File: src/sv/pdr_pkg.sv
// Shared types and constants for the polyline dot resampler.
package pdr_pkg;

    localparam int POS_W        = 24;
    localparam int ATTR_W       = 16;
    localparam int ATTR_SLOTS   = 4;
    localparam int NUM_FIELDS   = 2 + ATTR_SLOTS;
    localparam int FLD_W        = 3;
    localparam int LEN_W        = 25;
    localparam int RAD_W        = 50;
    localparam int PROD_W       = 49;
    localparam int DIV_NW       = 51;
    localparam int DIV_DW       = 26;
    localparam int DEF_ATTR_COUNT = 4;
    localparam int DEF_MAX_DOTS   = 64;
    localparam logic [POS_W-1:0] SPACING_RESET = 24'd256;

    typedef enum logic [3:0] {
        S_IDLE,
        S_SQ1,
        S_SQ2,
        S_SQRT,
        S_NEED,
        S_CNT,
        S_MUL,
        S_DIVGO,
        S_DIV,
        S_OUT
    } t_state;

endpackage

File: src/sv/pdr_div.sv
// Iterative restoring divider, one quotient bit per cycle.
module pdr_div #(
    parameter int NW = pdr_pkg::DIV_NW,
    parameter int DW = pdr_pkg::DIV_DW
) (
    input  logic          i_clk,
    input  logic          i_rst_n,
    input  logic          i_start,
    input  logic [NW-1:0] i_num,
    input  logic [DW-1:0] i_den,
    output logic          o_done,
    output logic [NW-1:0] o_quo,
    output logic [DW-1:0] o_rem
);
    localparam int CW = $clog2(NW + 1);

    logic [NW-1:0] r_quo;
    logic [DW-1:0] r_rem;
    logic [DW-1:0] r_den;
    logic [CW-1:0] r_cnt;
    logic          r_busy;
    logic          r_done;
    logic [DW:0]   rem_sh;
    logic [DW:0]   rem_sub;
    logic          fits;

    assign rem_sh  = {r_rem, r_quo[NW-1]};
    assign rem_sub = rem_sh - {1'b0, r_den};
    assign fits    = rem_sh >= {1'b0, r_den};

    always_ff @(posedge i_clk) begin
        if (!i_rst_n) begin
            r_busy <= 1'b0;
            r_done <= 1'b0;
            r_cnt  <= '0;
        end else begin
            r_done <= 1'b0;
            if (i_start) begin
                r_busy <= 1'b1;
                r_cnt  <= CW'(NW);
                r_quo  <= i_num;
                r_rem  <= '0;
                r_den  <= i_den;
            end else if (r_busy) begin
                r_rem <= fits ? rem_sub[DW-1:0] : rem_sh[DW-1:0];
                r_quo <= {r_quo[NW-2:0], fits};
                r_cnt <= r_cnt - 1'b1;
                if (r_cnt == CW'(1)) begin
                    r_busy <= 1'b0;
                    r_done <= 1'b1;
                end
            end
        end
    end

    assign o_done = r_done;
    assign o_quo  = r_quo;
    assign o_rem  = r_rem;

endmodule

File: config.mk
export PLATFORM = sky130hd
export DESIGN_NAME = pdr_div
export DESIGN_NICKNAME = d
export VERILOG_FILES = /design/src/sv/pdr_pkg.sv /design/src/sv/pdr_div.sv
export SDC_FILE = /design/constraint.sdc
export NUM_CORES = 1
export LEC_CHECK = 0
export ABC_CLOCK_PERIOD_IN_PS = 9100
export BUFFER_PORTS_ARGS = -buffer_cell sky130_fd_sc_hd__buf_2
export CORE_MARGIN = 2
export CORE_UTILIZATION = 45
export CTS_CLUSTER_SIZE = 14
export DETAILED_ROUTE_END_ITERATION = 10
export PLACE_DENSITY_LB_ADDON = 0.08
export RECOVER_POWER = 25
export SKIP_CTS_REPAIR_TIMING = 1
export SLEW_MARGIN = 20
export SYNTH_ARGS = -nofsm -noshare
export SYNTH_HDL_FRONTEND = slang
export SYNTH_SLANG_ARGS = --single-unit
File: constraint.sdc
create_clock -name i_clk -period 9.1 [get_ports i_clk]
set_input_delay 0.455 -clock i_clk [delete_from_list [all_inputs] [get_ports i_clk]]
set_output_delay 0.455 -clock i_clk [all_outputs]
set_load 0.05 [all_outputs]
; ---- Word level (Yosys, flattened, before mapping)
; Cells that the tools add are included.
[word_totals]
regBits = 111
latchBits = 0
ram_bits = 0
mem_bits_ro = 0
input_bits = 80
output_inout_bits = 78
elab_cells = 28
n_memories = 0
[op_classes]
addsub = 2
mul = 0
div = 0
n_lt_le_gt_ge = 1
eq_ne = 1
shifts = 0
muxes = 10
n_bitwise = 2
n_reduce_logical = 5
[op_table]
columns = cell, n
row1 = 2-to-1 mux 51 bit, 2
row2 = 2-to-1 mux 26 bit, 2
row3 = >= comparator 27 x 26 -> 1 bit, 1
row4 = subtractor 26 bit, 1
row5 = 2-to-1 mux 6 bit, 2
row6 = equality test 6 x 1 -> 1 bit (second input constant), 1
row7 = subtractor 6 x 1 -> 6 bit (second input constant), 1
row8 = 2-to-1 mux 1 bit, 4
row9 = AND reduction 2 bit, 2
row10 = OR reduction 3 bit, 1
row11 = NOT 1 bit, 2
row12 = nonzero test 2 bit, 1
row13 = OR reduction 2 bit, 1

; ---- Longest topological paths before layout
[depth]
word_depth = 4
depth_mapped = 12

; ---- Least setup slack after synthesis
; No wires, ideal clock.
[synth_timing]
path_type = in2reg
start = input i_start
end = register r_quo[0] (netlist: o_quo[0]) (enable)
setup_time_ps = 442
arrival_ps = 2782
setup_slack_ps = 5877
path_stages = 3
path_cell_list = clkbuf_1 > buf_1 > o21a_1
[synth_between]
elab_chain_cells = 2
[synth_rtl]
columns = item, line
row1 = "start, declared", pdr_div.sv:8  ; input logic i_start,
row2 = nonzero test 2 bit (no line), -
row3 = AND reduction 2 bit (no line), -
row4 = "end signal, assigned", pdr_div.sv:41  ; r_quo <= i_num;
row5 = "end signal, assigned", pdr_div.sv:46  ; r_quo <= {r_quo[NW-2:0], fits};
row6 = "end, declared", pdr_div.sv:17  ; logic [NW-1:0] r_quo;
; No other way between the ends.
; A chain may end at the register's enable or synchronous reset.

; ---- Worst setup path in the final report
[layout_timing]
start = register r_quo[50] (netlist: o_quo[50])
end = register r_rem[22] (netlist: o_rem[22]) (data pin)
[layout_between]
elab_chain_cells = 3
[layout_rtl]
columns = item, line
row1 = subtractor 26 bit or >= comparator 27 x 26 -> 1 bit (tied branches), "pdr_div.sv:28, pdr_div.sv:29"
row2 = 2-to-1 mux 26 bit (*), pdr_div.sv:45  ; r_rem <= fits ? rem_sub[DW-1:0] : rem_sh[DW-1:0];
row3 = 2-to-1 mux 26 bit (*), pdr_div.sv:44  ; end else if (r_busy) begin
row4 = "end signal, assigned", pdr_div.sv:45
row5 = "end, declared", pdr_div.sv:18  ; logic [DW-1:0] r_rem;
; Every way passes the cells marked *; elsewhere a longest branch is shown, timed or not. The select of a mux whose other input is x is not followed.

==> insert_results.sql <==
INSERT INTO impl_metrics (metric_group, metric, value, unit) VALUES
('floorplan', 'core_area', '0.0132', 'sq mm'),
('sta', 'hold_viol_final', '0', ''),
('routing', 'drtPass1Iterations', '4', ''),
('sta', 'fin_crit', '3.13', 'ns'),
('routing', 'first_iter_violations', '267', ''),
('setup_path', 'critPathArrivalTime', '3.22', 'ns'),
('global_route', 'antenna_violations_before_repair', '0', ''),
('floorplan', 'io-pin-count', '158', ''),
('job', 'maxCapViolations', '0', ''),
('synth', 'synthArstFlopShare', '0', '%'),
('clocking', 'clock_transition_time_at_the_flip_flop_clock_pins_of_the_worst_setup_and_hold_paths', '0.08', 'ns'),
('sta', 'fin_worst_skew', '0.00874', 'ns'),
('synth', 'synth_commonest_cells', 'edfxtp_1 (103), mux2_2 (51), a21oi_1 (47)', ''),
('routing', 'drt_drc_violations_left', '0', ''),
('synth', 'synth.yosys.seq_area_share', '53.4', '%'),
('clocking', 'cts-root-to-sink-buffers', '2', ''),
('placement', 'post-dp-hpwl', '10.0', 'mm'),
('synth', 'synthesis_stage_register_bit_count', '111', ''),
('setup_path', 'critPathMaxFanout', '4', ''),
('floorplan', 'dieArea', '0.0145', 'sq mm'),
('power_and_ir_drop', 'power_density', '197', 'mW/mm^2'),
('clocking', 'clk-insertion-delay-late', '0.36', 'ns'),
('sta', 'drv_slew', '0', ''),
('floorplan', 'initial_core_util', '46.0', '%'),
('floorplan', 'rows', '42', ''),
('routing', 'wirelength', '14.4', 'mm'),
('hold_path', 'hold_class', 'in -> reg', ''),
('setup_path', 'critPathRequiredTime', '9.18', 'ns'),
('sta', 'clock.fmax', '0.319', 'GHz'),
('synth', 'synth.distinct_cells', '61', ''),
('sta', 'setup_repair_after_global_routing_missed_its_margin', 'false', ''),
('synth', 'post_synth_mux_area_share', '9.42', '%'),
('synth', 'netlist_area', '0.00609', 'sq mm'),
('placement', 'portBuffers', '157', ''),
('global_route', 'grt_first_pass_wirelength', '23.1', 'mm'),
('global_route', 'grt_pass1_vias', '4641', ''),
('clocking', 'clock_sink_count', '111', ''),
('routing', 'final_antenna_net_count', '0', ''),
('sta', 'tightestPinTransition', '1.48', 'ns'),
('sta', 'relSlewSlack', '1.43', '%'),
('routing', 'vias', '4534', ''),
('layout', 'fillCellCount', '1212', ''),
('synth', 'synth_top_family_by_area', 'compound AO/OA/AOI/OAI gates', ''),
('clocking', 'ctsHtreeMaxLevel', '3', ''),
('synth', 'yosysTopAreaCell', 'edfxtp_1', ''),
('clocking', 'tritoncts', 'done', ''),
('power_and_ir_drop', 'power_leakage', '2.93', 'nW'),
('synth', 'ys_dominant_reg_cell', 'edfxtp_1', ''),
('synth', 'synthSimpleGateAreaFrac', '8.62', '%'),
('synth', 'synth_compound_gate_area_share', '14.9', '%'),
('synth', 'postSynthNetCount', '622', ''),
('routing', 'drt-wirelength-per-cell', '17.1', 'microns'),
('synth', 'synth-edff-count', '103', ''),
('synth', 'synth_cells', '513', ''),
('clocking', 'cts_inserted_buffers', '9', ''),
('layout', 'antenna-diode-count', '0', ''),
('clocking', 'clk_root_buffer_cell', 'clkbuf_16', ''),
('synth', 'synth-xor-area-share', '3.74', '%'),
('floorplan', 'dieHeight', '120', 'microns'),
('placement', 'finalWeightedCongestion', '0.876', ''),
('power_and_ir_drop', 'power.ir.vdd_worst', '0.129', 'mV'),
('setup_path', 'worst_setup_path_end_kind', 'flop', ''),
('synth', 'most_used_standard_cell_by_instance_count_after_synthesis', 'edfxtp_1', ''),
('layout', 'layout_net_count', '771', ''),
('synth', 'ys.warnings.count', '0', ''),
('synth', 'synth.top_cell.area_share', '50.7', '%'),
('routing', 'drt-vias-per-instance', '5.38', ''),
('setup_path', 'cp-start-kind', 'flop', ''),
('sta', 'finalSetupViolations', '0', ''),
('sta', 'setup_total_negative_slack', '0', 'ns'),
('synth', 'post_synth_fa_ha_maj_area_fraction', '6.08', '%'),
('synth', 'netlist_top_cells_area', 'edfxtp_1 (51%), mux2_2 (9.4%), ha_1 (5.7%)', ''),
('layout', 'area_delta_synth_final', '20.0', '%'),
('sta', 'period_share', '34.4', '%'),
('layout', 'final_layout_size_suffix_gt1_share', '32.5', '%'),
('global_route', 'grt_overflow_total', '0', ''),
('power_and_ir_drop', 'report.power.total', '1.44', 'mW'),
('global_route', 'total_track_usage', '20.4', '%'),
('floorplan', 'floorplan.die.width', '120', 'microns'),
('setup_path', 'worstSetupPathType', 'reg -> reg', ''),
('outcome', 'status', 'complete, no violations', ''),
('global_route', 'grt_max_degree', '79', ''),
('synth', 'postSynthAreaPerCell', '11.9', 'sq um');
-- registers in the layout, indices dropped and copies added (netlist names) --
signal and flops:
o_rem 26, r_den 26, o_quo 51, r_cnt 6, o_done 1, r_busy 1
-- logic make-up after synthesis --
logic type	after synthesis
AOI/OAI and AO/OA	137
DFF	111
and+or+nand+nor	103
buffers and inverters	56
muxes	51
adders and majority gates	29
xor gates and xnor gates	26
-- placed cells by master (no fill, tap or decap), types with 2 or more instances in the layout --
cell       count
clkinv_4       2
ha_1          28
edfxtp_1     103
nor2b_1        3
inv_1         34
nand4_1        5
nor2_1        16
a21oi_4        2
o21ai_0       34
clkbuf_1      25
inv_6          2
a22oi_1        2
nor3_1         8
a211oi_1       2
nand2_1       28
o22ai_1        2
dfxtp_1        8
xor2_1         6
a21boi_0       5
buf_2        133
o211ai_1       2
nand3_1       24
a211oi_2       2
mux2_2        51
and4_1         2
or2_1          2
xnor2_1       20
a221o_1        2
clkbuf_16      9
nor4_1         2
nor4b_1        2
a21o_1         8
o21a_1         6
and3_1         5
a21oi_1       47
o221ai_1       3
o31ai_1        3
-- power by group --
part | internal, mW | switching [mW] | total, mW
logic | 0.146 | 0.277 | 0.423
registers | 0.610 | 0.0227 | 0.633
clock network | 0.191 | 0.197 | 0.387
total | 0.947 | 0.496 | 1.44
-- per-stage QoR --
| step | instance area (sq um) | std cells | hold WS (ns) | util [%] | setup WS [ns] |
|---|---|---|---|---|---|
| 2_1_floorplan | 6090 | 513 | 0.508 | - | 5.88 |
| 3_3_place_gp | 7020 | 826 | 0.536 | 53.0 | 5.74 |
| 3_5_place_dp | 7020 | 826 | 0.547 | 53.0 | 5.99 |
| 4_1_cts | 7310 | 842 | 0.257 | 55.2 | 5.97 |
| 5_1_grt | 7310 | 843 | 0.252 | 55.2 | 5.75 |
| 6_report | 7310 | 843 | 0.268 | 55.2 | 5.97 |
-- path summary, 6_finish.rpt --
kind,cells after the start,start,slack [ns],to
max,12,o_quo[50]$_DFFE_PP_,5.97,o_rem[22]$_SDFFCE_PP0P_
min,1,i_den[20],0.27,r_den[20]$_DFFE_PP_
max reg2reg,12,o_quo[50]$_DFFE_PP_,5.97,o_rem[22]$_SDFFCE_PP0P_
min reg2reg,2,r_cnt[3]$_SDFFE_PP0P_,0.56,r_cnt[3]$_SDFFE_PP0P_
-- cell type report --
cell class | instances | area [sq um] | share of cell area [%]
clock buffer | 10 | 229 | 3.13
timing repair buffer | 159 | 791 | 10.8
clock inverter | 6 | 55.1 | 0.753
sequential | 111 | 3250 | 44.5
inverter | 35 | 131 | 1.80
multi-input combinational | 346 | 2630 | 36.0
tap | 176 | 220 | 3.01
-- layer usage --
layer / GRT usage, % / share of wire (%) / up-vias
met1: 24.6 / 42 / 2154
met5: 0 / 0 / -
li1: - / - / 2217
met3: 7.69 / 7.5 / 18
met2: 33.9 / 49 / 145
met4: 6.18 / 1.7 / 0
-- worst max-delay path: stages (launching register included) --
cell,delay (ns)
edfxtp_1,0.42
inv_1,0.08
ha_1,0.21
inv_1,0.07
fa_1,0.40
a21o_1,0.22
a221oi_2,0.41
nor4_1,0.15
o21ai_0,0.37
a31oi_1,0.17
xor2_1,0.17
o21ai_0,0.08
a21oi_1,0.09
(Power assumes the default switching activity.)
